$ cat src/rtl/tkls_pkg.sv
// ----------------------------------------------------------------------------
// tkls_pkg
// Shared widths and types of the top-k largest selector.
// ----------------------------------------------------------------------------
package tkls_pkg;

    localparam int SIZE_W  = 48;
    localparam int IDENT_W = 16;
    localparam int POS_W   = 4;

    typedef struct packed {
        logic [SIZE_W-1:0]  size;
        logic [IDENT_W-1:0] ident;
    } t_entry;

    typedef struct packed {
        logic insert;
        logic clear;
    } t_store_ctrl;

endpackage

$ cat src/rtl/tkls_if.sv
// ----------------------------------------------------------------------------
// tkls_item_if / tkls_rank_if
// Valid/ready channels for incoming items and outgoing ranked entries.
// ----------------------------------------------------------------------------
interface tkls_item_if;
    import tkls_pkg::*;

    logic               valid;
    logic               ready;
    logic               item_present;
    logic [SIZE_W-1:0]  item_size;
    logic [IDENT_W-1:0] item_ident;
    logic               end_of_scan;

    modport source (
        output valid, item_present, item_size, item_ident, end_of_scan,
        input  ready
    );
    modport sink (
        input  valid, item_present, item_size, item_ident, end_of_scan,
        output ready
    );
endinterface

interface tkls_rank_if;
    import tkls_pkg::*;

    logic               valid;
    logic               ready;
    logic [SIZE_W-1:0]  rank_size;
    logic [IDENT_W-1:0] rank_ident;
    logic [POS_W-1:0]   rank_position;
    logic               final_entry;

    modport source (
        output valid, rank_size, rank_ident, rank_position, final_entry,
        input  ready
    );
    modport sink (
        input  valid, rank_size, rank_ident, rank_position, final_entry,
        output ready
    );
endinterface

$ cat src/rtl/tkls_store.sv
// ----------------------------------------------------------------------------
// tkls_store
// Sorted register file with parallel compare-insert.
// ----------------------------------------------------------------------------
module tkls_store #(
    parameter int TOP_COUNT = 10
) (
    input  logic                                     i_clk,
    input  logic                                     i_rst_n,
    input  tkls_pkg::t_store_ctrl                    i_ctrl,
    input  logic [tkls_pkg::SIZE_W-1:0]              i_size,
    input  logic [tkls_pkg::IDENT_W-1:0]             i_ident,
    output tkls_pkg::t_entry [TOP_COUNT-1:0]         o_next,
    output logic [$clog2(TOP_COUNT+1)-1:0]           o_next_count
);
    import tkls_pkg::*;

    localparam int CW = $clog2(TOP_COUNT+1);

    t_entry [TOP_COUNT-1:0] r_entry;
    t_entry [TOP_COUNT-1:0] n_entry;
    logic   [CW-1:0]        r_count;
    logic   [CW-1:0]        n_count;
    logic   [TOP_COUNT-1:0] ge;
    logic                   do_ins;
    t_entry                 new_entry;

    always_comb begin
        new_entry.size  = i_size;
        new_entry.ident = i_ident;
        // entries at or above the new size form a prefix
        for (int i = 0; i < TOP_COUNT; i++) begin
            ge[i] = (CW'(i) < r_count) && (r_entry[i].size >= i_size);
        end
        do_ins = i_ctrl.insert &&
                 ((r_count != CW'(TOP_COUNT)) || (i_size > r_entry[TOP_COUNT-1].size));
        n_entry = r_entry;
        if (do_ins && !ge[0]) begin
            n_entry[0] = new_entry;
        end
        for (int i = 1; i < TOP_COUNT; i++) begin
            if (do_ins && !ge[i]) begin
                n_entry[i] = ge[i-1] ? new_entry : r_entry[i-1];
            end
        end
        n_count = (do_ins && (r_count != CW'(TOP_COUNT))) ? r_count + CW'(1) : r_count;
    end

    assign o_next       = n_entry;
    assign o_next_count = n_count;

    always_ff @(posedge i_clk) begin
        r_entry <= n_entry;
        if (!i_rst_n) begin
            r_count <= '0;
        end else if (i_ctrl.clear) begin
            r_count <= '0;
        end else begin
            r_count <= n_count;
        end
    end

endmodule

$ cat src/rtl/top_k_largest_selector_unit.sv
// ----------------------------------------------------------------------------
// top_k_largest_selector_unit
// Keeps the TOP_COUNT largest items of a stream and emits them on end of scan.
// ----------------------------------------------------------------------------
// One request is taken per cycle while no ranking is being sent: each entry is
// merged into a sorted register file by a parallel compare-insert in the cycle
// it is accepted. A request with end_of_scan copies the updated ranking into a
// send buffer and clears the store; the buffer then sends one entry per cycle
// while the output is not held off, largest first, and input stays stalled
// until every entry of it has moved to the output register.
// Equal sizes keep arrival order. rank_position carries the low 4 bits.
module top_k_largest_selector_unit #(
    parameter int TOP_COUNT = 10
) (
    input  logic        i_clk,
    input  logic        i_rst_n,
    tkls_item_if.sink   i_item,
    tkls_rank_if.source o_rank
);
    import tkls_pkg::*;

    localparam int CW = $clog2(TOP_COUNT+1);

    t_store_ctrl            store_ctrl;
    t_entry [TOP_COUNT-1:0] next_entry;
    logic   [CW-1:0]        next_count;
    logic                   in_take;
    logic                   out_load;
    logic [CW+POS_W-1:0]    pos_ext;

    t_entry [TOP_COUNT-1:0] r_emit;
    logic   [CW-1:0]        r_left;
    logic   [CW-1:0]        r_pos;
    logic                   r_out_valid;
    t_entry                 r_out_entry;
    logic   [POS_W-1:0]     r_out_pos;
    logic                   r_out_final;

    assign i_item.ready      = (r_left == '0);
    assign in_take           = i_item.valid && i_item.ready;
    assign store_ctrl.insert = in_take && i_item.item_present;
    assign store_ctrl.clear  = in_take && i_item.end_of_scan;
    assign out_load          = (r_left != '0) && (!r_out_valid || o_rank.ready);
    assign pos_ext           = {{POS_W{1'b0}}, r_pos};

    tkls_store #(
        .TOP_COUNT (TOP_COUNT)
    ) u_store (
        .i_clk        (i_clk),
        .i_rst_n      (i_rst_n),
        .i_ctrl       (store_ctrl),
        .i_size       (i_item.item_size),
        .i_ident      (i_item.item_ident),
        .o_next       (next_entry),
        .o_next_count (next_count)
    );

    // send buffer
    always_ff @(posedge i_clk) begin
        if (!i_rst_n) begin
            r_left <= '0;
            r_pos  <= '0;
        end else if (store_ctrl.clear) begin
            r_emit <= next_entry;
            r_left <= next_count;
            r_pos  <= '0;
        end else if (out_load) begin
            for (int i = 0; i < TOP_COUNT - 1; i++) begin
                r_emit[i] <= r_emit[i+1];
            end
            r_left <= r_left - CW'(1);
            r_pos  <= r_pos + CW'(1);
        end
    end

    // output register
    always_ff @(posedge i_clk) begin
        if (!i_rst_n) begin
            r_out_valid <= 1'b0;
        end else if (out_load) begin
            r_out_valid <= 1'b1;
            r_out_entry <= r_emit[0];
            r_out_pos   <= pos_ext[POS_W-1:0];
            r_out_final <= (r_left == CW'(1));
        end else if (o_rank.ready) begin
            r_out_valid <= 1'b0;
        end
    end

    assign o_rank.valid         = r_out_valid;
    assign o_rank.rank_size     = r_out_entry.size;
    assign o_rank.rank_ident    = r_out_entry.ident;
    assign o_rank.rank_position = r_out_pos;
    assign o_rank.final_entry   = r_out_final;

endmodule

$ cat src/flat_wrapper.sv
// flat-port wrapper written by rule: the top's interface ports become plain ports
module top_k_largest_selector_unit_flat import tkls_pkg::*;
#(
    parameter int TOP_COUNT = 10
)
  (i_clk, i_rst_n, i_item_valid, i_item_item_present, i_item_item_size, i_item_item_ident, i_item_end_of_scan, i_item_ready, o_rank_valid, o_rank_rank_size, o_rank_rank_ident, o_rank_rank_position, o_rank_final_entry, o_rank_ready);
  tkls_item_if i_item_i ();
  tkls_rank_if o_rank_i ();
  input  logic i_clk;
  input  logic i_rst_n;
  input wire logic [$bits(i_item_i.valid)-1:0] i_item_valid;
  input wire logic [$bits(i_item_i.item_present)-1:0] i_item_item_present;
  input wire logic [$bits(i_item_i.item_size)-1:0] i_item_item_size;
  input wire logic [$bits(i_item_i.item_ident)-1:0] i_item_item_ident;
  input wire logic [$bits(i_item_i.end_of_scan)-1:0] i_item_end_of_scan;
  output wire logic [$bits(i_item_i.ready)-1:0] i_item_ready;
  output wire logic [$bits(o_rank_i.valid)-1:0] o_rank_valid;
  output wire logic [$bits(o_rank_i.rank_size)-1:0] o_rank_rank_size;
  output wire logic [$bits(o_rank_i.rank_ident)-1:0] o_rank_rank_ident;
  output wire logic [$bits(o_rank_i.rank_position)-1:0] o_rank_rank_position;
  output wire logic [$bits(o_rank_i.final_entry)-1:0] o_rank_final_entry;
  input wire logic [$bits(o_rank_i.ready)-1:0] o_rank_ready;
  assign i_item_i.valid = i_item_valid;
  assign i_item_i.item_present = i_item_item_present;
  assign i_item_i.item_size = i_item_item_size;
  assign i_item_i.item_ident = i_item_item_ident;
  assign i_item_i.end_of_scan = i_item_end_of_scan;
  assign i_item_ready = i_item_i.ready;
  assign o_rank_valid = o_rank_i.valid;
  assign o_rank_rank_size = o_rank_i.rank_size;
  assign o_rank_rank_ident = o_rank_i.rank_ident;
  assign o_rank_rank_position = o_rank_i.rank_position;
  assign o_rank_final_entry = o_rank_i.final_entry;
  assign o_rank_i.ready = o_rank_ready;
  top_k_largest_selector_unit #(.TOP_COUNT(TOP_COUNT)) u_core (.i_clk(i_clk), .i_rst_n(i_rst_n), .i_item(i_item_i), .o_rank(o_rank_i));
endmodule
$ cat config.mk
export PLATFORM = sky130hd
export DESIGN_NAME = top_k_largest_selector_unit_flat
export DESIGN_NICKNAME = d
export VERILOG_FILES = /design/src/rtl/tkls_pkg.sv /design/src/rtl/tkls_if.sv /design/src/rtl/tkls_store.sv /design/src/rtl/top_k_largest_selector_unit.sv /design/src/flat_wrapper.sv
export SDC_FILE = /design/constraint.sdc
export NUM_CORES = 2
export LEC_CHECK = 0
export BUFFER_PORTS_ARGS = -buffer_cell sky130_fd_sc_hd__buf_2
export CORE_MARGIN = 2
export CORE_UTILIZATION = 45
export DETAILED_ROUTE_END_ITERATION = 10
export PLACE_DENSITY = 0.65
export SYNTH_ARGS = -nofsm -noshare
export SYNTH_HDL_FRONTEND = slang
export SYNTH_SLANG_ARGS = --single-unit
export TNS_END_PERCENT = 100
$ cat constraint.sdc
create_clock -name i_clk -period 17.3 [get_ports i_clk]
set_input_delay 0.865 -clock i_clk [delete_from_list [all_inputs] [get_ports i_clk]]
set_output_delay 0.865 -clock i_clk [all_outputs]
set_load 0.03 [all_outputs]
==> out/qor_table.md <==
| Group | Quantity | This run |
| --- | --- | --- |
| clock network | Number of instances resized during post-cts repair | 0 |
| final layout | Post-Layout Cell Count | 7722 |
| power | Net Sw Power | 4540 uW |
| logic synthesis | Warnings from Yosys | 0 |
| final layout | Number of nets in the finished design | 6132 |
| critical path | Worst path required time | 17.82 ns |
| clock network | CTS HTree Levels | 4 |
| clock network | Number of hold buffers added after CTS | 0 |
| outcome | Status | finished, final reports clean |
| critical path | Type of element launching the critical path | primary input |
| timing | Fin. max-slew vios | 0 |
| floorplanning | Height of the die | 392 um |
| route | Count of routing violations after the opening detailed-route iteration | 3470 |
| logic synthesis | Synthesized instance count | 5509 |
| grt | Largest net degree at the start of global routing | 188 |
| grt | Global-route usage over all layers | 23.2% |
| clock network | Maximum root-to-sink buffer count | 3 |
| power | Largest voltage drop on the vdd net | 0.116 mV |
| placement | Number of port buffers | 140 |
| power | Portion of total power attributed to sequential cells | 42.5% |
| clock network | Latest clock arrival within the worst-skew pair | 0.79 ns |
| route | Count of TritonRoute iterations in the first routing pass | 6 |
| timing | Final count of negative-setup-slack endpoints | 0 |
| placement | Dpl cells | 7441 |
| flow run | Max Cap Violations | 0 |
| floorplanning | Cell Rows | 142 |
| grt | Wire length of the first global-routing pass | 273000 um |
| logic synthesis | Mean instance size in the synthesized netlist | 12.3 um2 |
| timing | Final critical delay including setup and external delays | 6.26 ns |
| final layout | Utilization after layout | 50.2% |
| floorplanning | Die Area | 154000 um2 |
| timing | Slew HR | 13.8% |
| critical path | Critical path capture point type | flop |
| timing | Final cycle utilization of the critical path | 36.2% |
| critical path | Critical setup path kind | primary input to flop |
| clock network | Clock root buffer | clkbuf_16 |
| timing | Largest clock skew in the final design | 0.0325 ns |
| power | Clock power frac | 23.8% |
| timing | Hold slack | 0.415 ns |
| power | Post-layout total power | 13400 uW |
| critical path | Largest fanout on the critical path | 52 |
| final layout | Number of filler instances in the final layout | 13100 |
| logic synthesis | Top cell type's share of synthesized area | 31.4% |
| placement | Routability-driven placement congestion ratio | 0.875 |
| logic synthesis | Net Count, Synth | 6065 |
| logic synthesis | Commonest register cell after synthesis | edfxtp_1 |
| final layout | Area growth from synthesis to layout | 10.8% |
| clock network | Clock sink count | 1362 |
| clock network | Clk pin slew, worst setup/hold paths | 0.06 ns |
| floorplanning | Total I/O pin count | 141 |
| power | Cell internal power dissipation | 8860 uW |
| power | Switching power as a share of total power | 33.9% |
| timing | F_max | 0.160 GHz |
| critical path | Worst Path Arrival | 6.78 ns |
| clock network | Number of buffers inserted by post-CTS setup repair | 0 |
| timing | Final number of hold-violating endpoints | 0 |
| timing | Setup repair after global routing missed its margin | no |
| clock network | Clock buffers created by TritonCTS | 148 |
| logic synthesis | Cell type with the highest aggregate area in the netlist | edfxtp_1 |
| power | Leakage power total | 0.0305 uW |
| route | Vias after detailed routing | 43800 |
| logic synthesis | Portion of the post-synthesis area used by sequential elements | 50.7% |
| floorplanning | Core region area | 150000 um2 |
| power | Pwr per Cell Area | 178 nW/um2 |
| route | Number of vias per cell | 5.67 |
| placement | Total half-perimeter wirelength after legalization and detailed placement | 117000 um |
| worst hold path | Tightest Hold Check Type | flop to flop |
| route | Post-Route WL | 179000 um |
| grt | Initial antenna violation count | 4 |
| route | DRC viols | 0 |
| grt | Vias in the first global route | 44600 |
| floorplanning | Initial Util | 45.3% |
| logic synthesis | Number of register bits inferred by synthesis | 1362 |
| final layout | Fraction of layout instances using a drive strength above 1 | 25.9% |
| logic synthesis | EDFF count, synth | 709 |
| route | Antenna violation net count after detailed routing | 0 |
| floorplanning | Die width | 392 um |
| logic synthesis | Top cells by area in the synthesized netlist | edfxtp_1 (31%), dfxtp_1 (19%), mux2_2 (14%) |
| timing | Worst-Margin Slew | 1.28 ns |
| logic synthesis | Netlist Area Pre-Place | 67700 um2 |
| power | Combinational share of power | 33.6% |
| logic synthesis | Share of flip-flops with an asynchronous set or reset | 0% |
| clock network | Clock tree from TritonCTS | built |
| route | Routed wirelength normalized by instance count | 23.2 um |
| grt | GRT overflow | 0 |
| timing | Final total negative setup slack | 0 ns |
| logic synthesis | Number of unique standard cell types used by synthesis | 70 |
-- cells in the final DEF (no fill, tap or decap), types with 8 or more instances in the layout --
cell / count
a211o_1: 19
a211oi_1: 29
a211oi_4: 8
a21o_1: 58
a21oi_1: 172
a221oi_1: 21
and3_1: 20
and4_1: 18
buf_2: 140
buf_4: 58
bufinv_16: 11
clkbuf_1: 43
clkbuf_16: 152
clkbuf_8: 13
clkinv_1: 10
clkinv_2: 28
dfxtp_1: 653
edfxtp_1: 709
ha_1: 486
inv_1: 212
inv_6: 9
mux2_2: 813
mux2_4: 200
mux2i_1: 282
nand2_1: 512
nand2b_1: 9
nand3_1: 105
nand4_1: 67
nor2_1: 181
nor2b_1: 25
nor3_1: 31
o211a_1: 47
o211ai_1: 73
o21ai_0: 299
o31ai_1: 66
-- stage by stage --
| stage | instance area (um2) | worst slack, ns |
|---|---|---|
| 2_1_floorplan | 67700 | 6.11 |
| 3_3_place_gp | 70200 | 10.33 |
| 3_5_place_dp | 70200 | 10.28 |
| 4_1_cts | 75000 | 11.12 |
| 5_1_grt | 75100 | 10.95 |
| 6_report | 75100 | 11.04 |
-- cell families after synthesis --
kind of cell,Yosys count,synth area share (%)
flip-flops,1362,50.7
AO/OA/AOI/OAI,856,8.17
AND/OR/NAND/NOR,1001,6.52
buffers and inverters,498,3.35
adder cells (fa/ha/maj),486,8.98
multiplexers,1298,22.2
XOR/XNOR,8,0.103
-- sequential cells by signal (all words and copies together), names as in the netlist --
register,flops
u_core.o_rank.valid,1
u_core.r_left,4
u_core.o_rank.rank_ident,16
u_core.u_store.r_entry,640
u_core.o_rank.rank_position,4
u_core.r_pos,4
u_core.o_rank.final_entry,1
u_core.o_rank.rank_size,48
u_core.u_store.r_count,4
u_core.r_emit,640
-- area by class of cell --
| type | instances | area, um2 | share of cell area [%] |
|---|---|---|---|
| inverter | 213 | 801 | 1.07 |
| multi-input combinational | 3649 | 31300 | 41.7 |
| timing repair buffer | 202 | 1200 | 1.60 |
| clock buffer | 208 | 4140 | 5.52 |
| sequential | 1362 | 34400 | 45.8 |
| antenna | 4 | 10.0 | 0.0133 |
| tap | 2016 | 2520 | 3.36 |
| clock inverter | 68 | 696 | 0.927 |
-- routing by layer --
layer | GRT usage, % | up-vias | wire length (um)
li1 | - | 20600 | -
met1 | 30.8 | 21800 | 80400
met2 | 38.2 | 1085 | 84500
met3 | 3.24 | 283 | 8360
met4 | 8.73 | 4 | 6230
met5 | 0 | - | 21
-- path summary, 6_finish.rpt --
path | start | to | slack [ns] | cells after the start
max | i_item_item_size[5] | u_core.r_emit[547] | 11.04 | 15
min | u_core.r_emit[53] | u_core.o_rank.rank_size[37] | 0.42 | 0
max reg2reg | u_core.u_store.r_entry[528] | u_core.r_emit[547] | 11.25 | 14
min reg2reg | u_core.r_emit[53] | u_core.o_rank.rank_size[37] | 0.42 | 0
-- critical path, stage by stage --
cell	delay, ns
buf_2	0.15
inv_1	0.39
ha_1	0.33
a211oi_1	0.26
nor2_1	0.09
a2111oi_0	1.02
buf_4	0.26
o31ai_1	0.07
a21oi_1	0.19
o211ai_1	0.12
buf_4	0.40
a211oi_4	0.88
buf_4	0.96
mux2_2	0.43
mux2_2	0.26
-- power by group through the flow --
stage          logic (uW)  registers, uW  clock network [uW]
3_3_place_gp         4360           5730                   0
6_report             4510           5700                3190
5_1_grt              4990           5820                3370
4_1_cts              4510           5690                3250
3_5_place_dp         4490           5740                   0
2_1_floorplan        3230           5820                   0
-- cells in the mapped netlist (4+ instances only) --
library cell / n
mux2_2: 813
a221oi_1: 21
a2111oi_0: 4
ha_1: 486
and4_1: 18
o22ai_1: 4
clkbuf_1: 158
mux2i_1: 282
nor4_1: 8
buf_12: 6
nor3_1: 31
a21o_1: 58
nand3_1: 108
xnor2_1: 5
o21bai_1: 4
and3_1: 21
a211o_1: 20
buf_1: 16
o2111ai_1: 7
mux2_4: 200
nand2b_1: 10
dfxtp_1: 653
a31oi_1: 6
nand2_1: 512
edfxtp_1: 709
a21oi_1: 172
o211a_1: 48
inv_1: 213
a221o_1: 5
o21ai_0: 299
and2_1: 5
a211oi_1: 34
buf_6: 26
o31ai_1: 66
nand4_1: 67
buf_2: 76
nor2_1: 181
nor2b_1: 25
a41oi_1: 6
o211ai_1: 73
Power figures use the tool's default switching activity.
